`config.mk`:
```
export PLATFORM = sky130hd
export DESIGN_NAME = deq_cell
export DESIGN_NICKNAME = d
export VERILOG_FILES = /design/src/design/deq_pkg.sv /design/src/design/deq_cell.sv
export SDC_FILE = /design/constraint.sdc
export NUM_CORES = 1
export LEC_CHECK = 0
export BUFFER_PORTS_ARGS = -buffer_cell sky130_fd_sc_hd__buf_2
export CAP_MARGIN = 20
export CORE_ASPECT_RATIO = 2
export CORE_UTILIZATION = 46
export CTS_CLUSTER_DIAMETER = 40
export DETAILED_ROUTE_END_ITERATION = 8
export GPL_TIMING_DRIVEN = 0
export PLACE_DENSITY = 0.85
export SYNTH_ARGS = -nofsm -noshare
export SYNTH_HDL_FRONTEND = slang
export SYNTH_SLANG_ARGS = --single-unit
```
`constraint.sdc`:
```
create_clock -name clk -period 4.2 [get_ports clk]
set_input_delay 0.21 -clock clk [delete_from_list [all_inputs] [get_ports clk]]
set_output_delay 0.21 -clock clk [all_outputs]
set_load 0.005 [all_outputs]
```
`src/design/deq_pkg.sv`:
```
// Shared constants, request and status codes, and cell control type for the deque core.
`timescale 1ns / 1ps
package deq_pkg;

  // Default number of storage cells.
  localparam int DEPTH_DEFAULT = 64;

  // Payload field widths.
  localparam int WORD_W    = 32;
  localparam int TYPE_W    = 3;
  localparam int POS_W     = 6;
  localparam int STATUS_W  = 3;
  localparam int COUNT_W   = 7;

  // Request codes.
  localparam logic [TYPE_W-1:0] REQ_PUSH_FRONT = 3'd0;
  localparam logic [TYPE_W-1:0] REQ_PUSH_BACK  = 3'd1;
  localparam logic [TYPE_W-1:0] REQ_POP_FRONT  = 3'd2;
  localparam logic [TYPE_W-1:0] REQ_POP_BACK   = 3'd3;
  localparam logic [TYPE_W-1:0] REQ_PEEK_FRONT = 3'd4;
  localparam logic [TYPE_W-1:0] REQ_PEEK_BACK  = 3'd5;
  localparam logic [TYPE_W-1:0] REQ_SEARCH     = 3'd6;
  localparam logic [TYPE_W-1:0] REQ_UPDATE     = 3'd7;

  // Result status codes.
  localparam logic [STATUS_W-1:0] ST_OK        = 3'd0;
  localparam logic [STATUS_W-1:0] ST_FULL      = 3'd1;
  localparam logic [STATUS_W-1:0] ST_EMPTY     = 3'd2;
  localparam logic [STATUS_W-1:0] ST_NOT_FOUND = 3'd3;
  localparam logic [STATUS_W-1:0] ST_BAD_POS   = 3'd4;

  // Commands broadcast from the controller to every cell of the chain.
  typedef struct packed {
    logic push_front;  // every cell takes its front-side neighbor's word
    logic pop_front;   // every cell takes its back-side neighbor's word
    logic wr_en;       // the addressed cell takes the request word
    logic tap_load;    // tap line copies the words and match flags
    logic tap_shift;   // tap line moves one cell toward the front
  } deq_cell_ctl_t;

endpackage

```
`src/design/deq_cell.sv`:
```
// One storage cell of the deque chain: a held word plus one stage of the scan tap line.
`timescale 1ns / 1ps
module deq_cell #(
  parameter int INDEX = 0,
  parameter int IDX_W = 6,
  parameter int CNT_W = 7
) (
  input  logic                                clk,
  input  deq_pkg::deq_cell_ctl_t              ctl,
  input  logic [IDX_W-1:0]                    wr_idx,
  input  logic [CNT_W-1:0]                    held,
  input  logic signed [deq_pkg::WORD_W-1:0]   value,
  input  logic signed [deq_pkg::WORD_W-1:0]   left_data,
  input  logic signed [deq_pkg::WORD_W-1:0]   right_data,
  input  logic signed [deq_pkg::WORD_W-1:0]   right_tap_data,
  input  logic                                right_tap_match,
  output logic signed [deq_pkg::WORD_W-1:0]   data,
  output logic signed [deq_pkg::WORD_W-1:0]   tap_data,
  output logic                                tap_match
);

  localparam logic [IDX_W-1:0] MY_IDX = IDX_W'(INDEX);
  localparam logic [CNT_W-1:0] MY_CNT = CNT_W'(INDEX);

  // Held word: shifts with the front end, or takes a direct write.
  always_ff @(posedge clk) begin
    if (ctl.push_front) begin
      data <= left_data;
    end else if (ctl.pop_front) begin
      data <= right_data;
    end else if (ctl.wr_en && (wr_idx == MY_IDX)) begin
      data <= value;
    end
  end

  // Tap line: snapshot of the word and its match flag, then moves toward the front.
  always_ff @(posedge clk) begin
    if (ctl.tap_load) begin
      tap_data  <= data;
      tap_match <= (data == value) && (MY_CNT < held);
    end else if (ctl.tap_shift) begin
      tap_data  <= right_tap_data;
      tap_match <= right_tap_match;
    end
  end

endmodule

```
==> impl_metrics.env, run 1 <==
export IMPL_rsz0062_at_grt="false"
export IMPL_clock_latency_ps=330
export IMPL_htree_levels=3
export IMPL_area_growth_synth_to_final_pct=42.2
export IMPL_cts_made_buffers=9
export IMPL_clock_sinks=65
export IMPL_drtIter0Drc=151
export IMPL_crit_family="simple AND/OR/NAND/NOR gates"
export IMPL_hold_viol=0
export IMPL_synth_warnings=0
export IMPL_r2r_slack_ps=2500
export IMPL_fin_nets=629
export IMPL_antenna_found_initial=0
export IMPL_power_per_cell_area_mw_per_mm2=378
export IMPL_maxCapViolCount=0
export IMPL_postCtsSetupRepairBufs=0
export IMPL_use_met2=0.519
export IMPL_leakage_nw=2.26
export IMPL_coreArea_mm2=0.00721
export IMPL_grt_use_total=0.275
export IMPL_synth_seq_cells=65
export IMPL_holdBufCountCts=0
export IMPL_fin_ws_ps=2500
export IMPL_root_buffer="clkbuf_16"
export IMPL_clk_pin_slew_ps=50
export IMPL_die_area_mm2=0.00776
export IMPL_grt_pass1_wl_um=15400
export IMPL_cts_tree="built"
export IMPL_slew_violations=0
export IMPL_grt_max_degree=34
export IMPL_yosysSeqAreaShare=0.574
export IMPL_syn_area_mm2=0.00340
export IMPL_cp_end_kind="flip-flop"
export IMPL_dr_pass1_iters=4
export IMPL_rows=44
export IMPL_slew_headroom=0.393
export IMPL_hpwlAfterDp_um=8130
export IMPL_initial_core_util=0.472
export IMPL_worst_ep_arrival_time_ps=1850
export IMPL_ctsLongestPathBuffers=2
export IMPL_drc=0
export IMPL_place_gp_congestion=0.804
export IMPL_irDropWorstVdd_uv=310
export IMPL_worstPathMaxFanout=3
export IMPL_clock_skew_final_ps=6.78
export IMPL_cp_slowest_cell="edfxtp_1"
export IMPL_drive_gt1_frac=0.543
export IMPL_start_kind="flip-flop"
export IMPL_die_h_um=124
export IMPL_grt_pass1_vias=2988
export IMPL_syn_area_per_cell_um2=13.1
export IMPL_setup_viol=0
export IMPL_criticalPathCategory="flip-flop to flip-flop"
export IMPL_final_antenna_net_count=0
export IMPL_viasPerCell=5.13
export IMPL_num_vias=2953
export IMPL_crit_path_max_incr_delay_ps=470
export IMPL_post_route_min_period_ps=1700
export IMPL_critPathRequiredTime_ps=4350
export IMPL_grt_overflow_total=0
export IMPL_setup_tns_ps=0
export IMPL_syn_inst=260
export IMPL_met1_usage=0.291
export IMPL_cts_resized=0
export IMPL_grt_busiest_layer="met2"
export IMPL_status="complete, no violations"
export IMPL_worst_path_buf_inv=0
export IMPL_avgRoutedWirePerCell_um=18.0
export IMPL_drt_wl_total_um=10400
export IMPL_die_width_um=62.8
export IMPL_antenna_cells=0
export IMPL_portBuffers=209
export IMPL_period_share=0.405
export IMPL_min_path_type="primary input to flip-flop"
export IMPL_fmax_mhz=587
export IMPL_tightestPinTransition_ps=911
export IMPL_synth_nets=408
export IMPL_crit_chain="xor2_1 -> nor4_1 -> nand4_1 -> o31ai_1"
export IMPL_grtUsageMet3=0.0650
export IMPL_pre_cts_ws_ps=2300
export IMPL_synth_cell_types=20
export IMPL_utilization=0.670
export IMPL_ios=213
## Yosys cell counts (all sizes together)
library cell	count	area [um2]
a211o	1	8.76
buf	9	55.1
clkbuf	6	22.5
edfxtp	65	1950
mux2	32	360
mux2i	32	320
nand2	33	124
nand2b	1	6.26
nand3	1	5.00
nand4	2	12.5
nor3	3	15.0
nor4	8	56.3
nor4b	1	8.76
o21ai	32	160
o31ai	1	7.51
or2	1	6.26
xnor2	1	8.76
xor2	31	272
## cell usage in the layout (no fill, tap or decap), drive strengths merged
master | netlist | routed
o21ai | 32 | 32
clkbuf | 6 | 19
nor3 | 3 | 3
xnor2 | 1 | 1
nand2b | 1 | 1
mux2i | 32 | 32
nand2 | 33 | 33
mux2 | 32 | 32
nand4 | 2 | 2
a211o | 1 | 1
nor4b | 1 | 1
buf | 9 | 219
nand3 | 1 | 1
xor2 | 31 | 31
clkinv | 0 | 1
edfxtp | 65 | 65
or2 | 1 | 1
o31ai | 1 | 1
nor4 | 8 | 8
## where the power goes
group / switching [W] / internal, W
combinational: 0.000158 / 0.000177
sequential: 0.0000454 / 0.000810
clock: 0.000247 / 0.000392
total: 0.000451 / 0.00138
## sequential cells by signal (all words and copies together), names as in the netlist
name,flops
data,32
tap_data,32
tap_match,1
## per-stage QoR
| step | cell area (um2) | power [W] | cells | hold WS (ps) |
|---|---|---|---|---|
| floorplan | 3400 | 0.00100 | 260 | 397 |
| global placement | 4560 | 0.00119 | 561 | 484 |
| detailed placement | 4590 | 0.00120 | 562 | 497 |
| CTS | 4830 | 0.00184 | 576 | 155 |
| global route | 4830 | 0.00190 | 576 | 166 |
| finish | 4830 | 0.00183 | 576 | 167 |
## cell type report
cell class / instances / area (um2)
Clock inverter: 1 / 5.00
Sequential cell: 65 / 1950
Multi-Input combinational cell: 180 / 1370
Timing Repair Buffer: 210 / 1070
Clock buffer: 13 / 240
Tap cell: 92 / 115
Fill cell: 579 / 2380
Buffer: 15 / 77.6
## layer usage
layer	up-vias	share of wire
li1	1407	-
met2	141	0.57
met1	1388	0.36
met3	17	0.054
met4	0	0.019
met5	-	0
## tightest hold or removal path: stages
cell	delay (ps)
buf_2	80
nand2_1	40
o21ai_0	60
## cells by family after synthesis
kind of cell    count (synthesis)  synth area share
flops                          65             0.574
mux                            64             0.200
simple gates                   50            0.0688
compound gates                 34            0.0519
xor+xnor                       32            0.0824
buf+inv                        15            0.0228
## worst paths after layout
kind              cells after the start           to          start
setup / recovery                      4    tap_match       data[20]
hold reg to reg                       1  tap_data[6]        data[6]
setup reg to reg                      4    tap_match       data[20]
hold / removal                        3     data[31]  left_data[31]
(Power assumes the default switching activity.)
==> inputs of run 2 (changes only) <==
- CORE_UTILIZATION: 46 -> 39
- PLACE_DENSITY: 0.85 -> 0.77
- clock period: 4.2 -> 1.4 ns (I/O delays scaled with it)
==> run 2 against run 1 <==
  * Clock skew decreased by 0.80 ps
  * Combinational power grew to 3.2 times the previous value
  * The flow now finishes with violations (setup timing)
  * Cell count grew 2.3%
  * Largest cell class unchanged
  * Clock power increased to 3.6 times the previous value
  * Setup slack got worse by 2600 ps
  * Fmax increased by 13%
  * Design area up 2.8%
==> impl_metrics.env, run 2 (same netlist as run 1, synthesis figures left out) <==
export IMPL_status="finished, violations left"
export IMPL_violations="setup timing"
export IMPL_drive_gt1_frac=0.562
export IMPL_viasPerCell=5.06
export IMPL_worstPathMaxFanout=2
export IMPL_start_kind="flip-flop"
export IMPL_min_from="left_data[7]"
export IMPL_antenna_found_initial=0
export IMPL_cts_tree="built"
export IMPL_ctsLongestPathBuffers=2
export IMPL_drtIter0Drc=154
export IMPL_hpwlAfterDp_um=8560
export IMPL_portBuffers=209
export IMPL_power_per_cell_area_mw_per_mm2=1200
export IMPL_dpl_cell_area_mm2=0.00457
export IMPL_htree_levels=3
export IMPL_tightestPinTransition_ps=752
export IMPL_grt_max_degree=34
export IMPL_grt_use_total=0.251
export IMPL_fin_nets=634
export IMPL_irDropWorstVdd_uv=992
export IMPL_die_width_um=68.0
export IMPL_drc=0
export IMPL_finalInstanceArea_mm2=0.00497
export IMPL_holdBufCountCts=0
export IMPL_setup_viol=1
export IMPL_clock_sinks=65
export IMPL_crit_family="simple AND/OR/NAND/NOR gates"
export IMPL_area_growth_synth_to_final_pct=46.1
export IMPL_clock_skew_final_ps=5.98
export IMPL_cp_depth=4
export IMPL_endpoint="tap_match"
export IMPL_r2r_cells=4
export IMPL_crit_chain="xor2_1 -> nor4_2 -> nand3_1 -> o31ai_1"
export IMPL_cp_end_kind="flip-flop"
export IMPL_die_area_mm2=0.00912
export IMPL_place_gp_congestion=0.840
export IMPL_final_common_cell="buf_2"
export IMPL_final_cell_mix="214 x buf_2, 65 x edfxtp_1, 33 x nand2_1"
export IMPL_crit_start="data[12]"
export IMPL_fillers=719
export IMPL_avgRoutedWirePerCell_um=18.6
export IMPL_initial_core_util=0.407
export IMPL_dr_pass1_iters=4
export IMPL_cp_slowest_cell="edfxtp_1"
export IMPL_fin_ws_ps=-112
export IMPL_coreArea_mm2=0.00835
export IMPL_hold_slack_ps=22.4
export IMPL_maxCapViolCount=0
export IMPL_root_buffer="clkbuf_16"
export IMPL_rows=47
export IMPL_worst_path_buf_inv=0
export IMPL_period_share=1.08
export IMPL_leakage_nw=2.31
export IMPL_grt_pass1_vias=3092
export IMPL_slew_violations=0
export IMPL_die_h_um=134
export IMPL_clk_pin_slew_ps=50
export IMPL_antenna_cells=0
export IMPL_reg2reg_to="tap_match"
export IMPL_crit_path_max_incr_delay_ps=410
export IMPL_slew_headroom=0.498
export IMPL_design_power_total_w=0.00596
export IMPL_critPathRequiredTime_ps=1550
export IMPL_final_antenna_net_count=0
export IMPL_r2r_slack_ps=-110
export IMPL_min_path_type="primary input to flip-flop"
export IMPL_rsz0062_at_grt="true"
export IMPL_ios=213
export IMPL_clock_latency_ps=320
export IMPL_r2r_start="data[12]"
export IMPL_grt_overflow_total=0
export IMPL_hold_viol=0
export IMPL_top_regs="data x32, tap_data x32, tap_match x1"
export IMPL_drt_wl_total_um=11000
export IMPL_num_vias=2978
export IMPL_worst_ep_arrival_time_ps=1660
export IMPL_fmax_mhz=661
export IMPL_cts_made_buffers=9
export IMPL_post_route_min_period_ps=1510
export IMPL_criticalPathCategory="flip-flop to flip-flop"
export IMPL_grt_pass1_wl_um=16100
run 2: how the worst min path moves through the flow:
stage,endpoint,slack (ps),depth (start not counted)
floorplan,data[29],260,2
global placement,data[13],350,3
detailed placement,data[12],350,3
CTS,data[7],10,3
global route,data[28],30,3
finish,data[7],20,3
run 2: metal layers:
| layer | global-route usage | share of wire | routed length, um |
|---|---|---|---|
| met2 | 0.448 | 0.56 | 6150 |
| met5 | 0 | 0 | 0 |
| met3 | 0.0519 | 0.061 | 669 |
| met4 | 0.111 | 0.030 | 334 |
| met1 | 0.271 | 0.35 | 3810 |
run 2: where the power goes:
| group | internal, W | leakage, nW | switching (W) |
|---|---|---|---|
| combinational | 0.000556 | 1.49 | 0.000513 |
| clock | 0.00155 | 0.146 | 0.000778 |
| sequential | 0.00243 | 0.668 | 0.000134 |
run 2: final cells by class:
class,count,area [um2],share of cell area
Buffer,15,77.6,0.0156
Clock buffer,12,236,0.0476
Clock inverter,4,67.6,0.0136
Multi-Input combinational cell,180,1420,0.286
Sequential cell,65,1950,0.393
Tap cell,98,123,0.0247
Timing Repair Buffer,215,1090,0.220
run 2: through the flow:
stage | cells | worst slack [ps] | setup TNS [ps] | utilization
global route | 589 | -201 | -201 | 0.595
floorplan | 260 | 89.0 | 0 | -
finish | 589 | -112 | -112 | 0.595
CTS | 586 | -127 | -127 | 0.591
detailed placement | 567 | -300 | -14440 | 0.547
global placement | 567 | -261 | -12650 | 0.547
run 2: what timing repair did:
item | 4_1_cts | 5_1_grt
setup endpoints to repair | 1 | 34
buffers inserted | 3 | 3
pin swaps | 5 | 2
endpoints found under the hold margin | 0 | 0
resized for setup | 6 | 2
run 2: worst register-to-register path, stage by stage (launching register included):
cell      delay (ps)
edfxtp_1         410
xor2_1           180
nor4_2           390
nand3_1          130
o31ai_1          240
==> inputs of run 3 (changes only) <==
- CORE_MARGIN: unset -> 4
- clock period: 1.4 -> 1.25 ns (I/O delays scaled with it)
==> run 3 against run 2 <==
  * The flow still finishes with violations (setup timing)
  * Sequential cell count is the same
  * Utilization shrank 2.2 points
  * Clock-buffer cell count shrank 3
  * Clock power shrank 6%
  * Sequential share of layout area grew 0.40 points
  * Register-to-register slack lost 130 ps
  * Critical endpoint unchanged
  * Largest cell class unchanged
  * Largest power group unchanged
==> impl_metrics.env, run 3 (same netlist as run 1, synthesis figures left out) <==
export IMPL_irDropWorstVdd_uv=750
export IMPL_worstPathMaxFanout=2
export IMPL_ctsLongestPathBuffers=2
export IMPL_final_cell_mix="214 x buf_2, 65 x edfxtp_1, 33 x nand2_1"
export IMPL_period_share=1.19
export IMPL_final_common_cell="buf_2"
export IMPL_hpwlAfterDp_um=9150
export IMPL_viasPerCell=5.07
export IMPL_drtIter0Drc=177
export IMPL_post_route_min_period_ps=1490
export IMPL_criticalPathCategory="flip-flop to flip-flop"
export IMPL_min_path_type="primary input to flip-flop"
export IMPL_power_per_cell_area_mw_per_mm2=1270
export IMPL_top_regs="data x32, tap_data x32, tap_match x1"
export IMPL_avgRoutedWirePerCell_um=19.3
export IMPL_grtUsageMet3=0.0560
export IMPL_rows=48
export IMPL_clock_skew_final_ps=5.02
export IMPL_worst_ep_arrival_time_ps=1640
export IMPL_tightestPinTransition_ps=555
export IMPL_root_buffer="clkbuf_16"
export IMPL_antenna_found_initial=0
export IMPL_num_vias=2997
export IMPL_r2r_slack_ps=-240
export IMPL_clock_latency_ps=320
export IMPL_fin_cells=591
export IMPL_status="finished, violations left"
export IMPL_met1_usage=0.213
export IMPL_leakage_nw=2.28
export IMPL_dr_pass1_iters=6
export IMPL_fin_nets=633
export IMPL_fin_ws_ps=-244
export IMPL_coreArea_mm2=0.00859
export IMPL_clk_pin_slew_ps=60
export IMPL_grt_use_total=0.219
export IMPL_critPathRequiredTime_ps=1400
export IMPL_start_kind="flip-flop"
export IMPL_cts_tree="built"
export IMPL_rsz0062_at_grt="true"
export IMPL_grt_busiest_layer="met2"
export IMPL_portBuffers=209
export IMPL_drc=0
export IMPL_ios=213
export IMPL_cts_made_buffers=9
export IMPL_use_met2=0.403
export IMPL_slew_violations=0
export IMPL_htree_levels=3
export IMPL_slew_headroom=0.630
export IMPL_violations="setup timing"
export IMPL_dpl_cell_area_mm2=0.00458
export IMPL_die_h_um=140
export IMPL_drive_gt1_frac=0.563
export IMPL_initial_core_util=0.396
export IMPL_fmax_mhz=669
export IMPL_final_antenna_net_count=0
export IMPL_die_width_um=74.0
export IMPL_drt_wl_total_um=11400
export IMPL_dp_cells=569
export IMPL_clock_sinks=65
export IMPL_cp_end_kind="flip-flop"
export IMPL_grt_overflow_total=0
export IMPL_area_growth_synth_to_final_pct=44.7
export IMPL_grt_max_degree=34
export IMPL_grt_pass1_vias=3283
export IMPL_maxCapViolCount=0
export IMPL_place_gp_congestion=0.802
export IMPL_hold_viol=0
export IMPL_grt_pass1_wl_um=16600
export IMPL_setup_viol=1
export IMPL_finalInstanceArea_mm2=0.00492
export IMPL_die_area_mm2=0.0104
-- run 3: changes by cell type in the layout (fill, tap and decap cells not counted), moves of 2 or more --
cell,delta
bufinv_16,-2
clkinv_2,+3
clkinvlp_4,+2
clkbuf_1,-3
-- run 3: final cells by class --
type	count	area, um2
tap	100	125
clock buffer	9	225
timing repair buffer	214	1080
antenna	1	2.50
sequential	65	1950
buffer	15	77.6
fill	730	3670
clock inverter	7	37.5
multi-input combinational	180	1420
-- run 3: final timing paths --
| path | end | cells after the start | start |
|---|---|---|---|
| worst max-delay path | tap_match | 4 | data[16] |
| worst min-delay path | data[14] | 3 | left_data[14] |
| worst min register to register | tap_data[9] | 1 | data[9] |
| worst max register to register | tap_match | 4 | data[16] |
-- run 3: worst max-delay path, stage by stage, from the launching register on --
cell and delay, ps:
edfxtp_1 390, xor2_1 190, nor4_4 350, nand3_1 140
o31ai_1 250
-- run 3: routing by layer --
metal	wire length, um	vias to the layer above
met2	6360	167
met1	3800	1386
met5	0	-
li1	-	1417
met4	401	0
met3	844	27
-- run 3: report_power, final --
part,leakage (nW),internal (W),switching (W)
logic,1.49,0.000618,0.000582
registers,0.668,0.00272,0.000144
clock network,0.126,0.00131,0.000881
-- run 3: through the flow --
stage	setup TNS (ps)	util	setup slack, ps	hold slack, ps	total power, W
CTS	-294	0.570	-294	12.2	0.00631
global placement	-14470	0.533	-581	338	0.00401
floorplan	-54.8	-	-54.8	250	0.00337
global route	-327	0.573	-327	26.4	0.00654
finish	-244	0.573	-244	22.3	0.00626
detailed placement	-16000	0.533	-624	349	0.00406
-- run 3: repair_timing --
| action | 4_1_cts | 5_1_grt |
|---|---|---|
| resized for setup | 4 | 2 |
| pin swaps | 4 | 2 |
| buffers inserted | 4 | 1 |
| hold buffers | 0 | 0 |
| setup endpoints to repair | 1 | 33 |
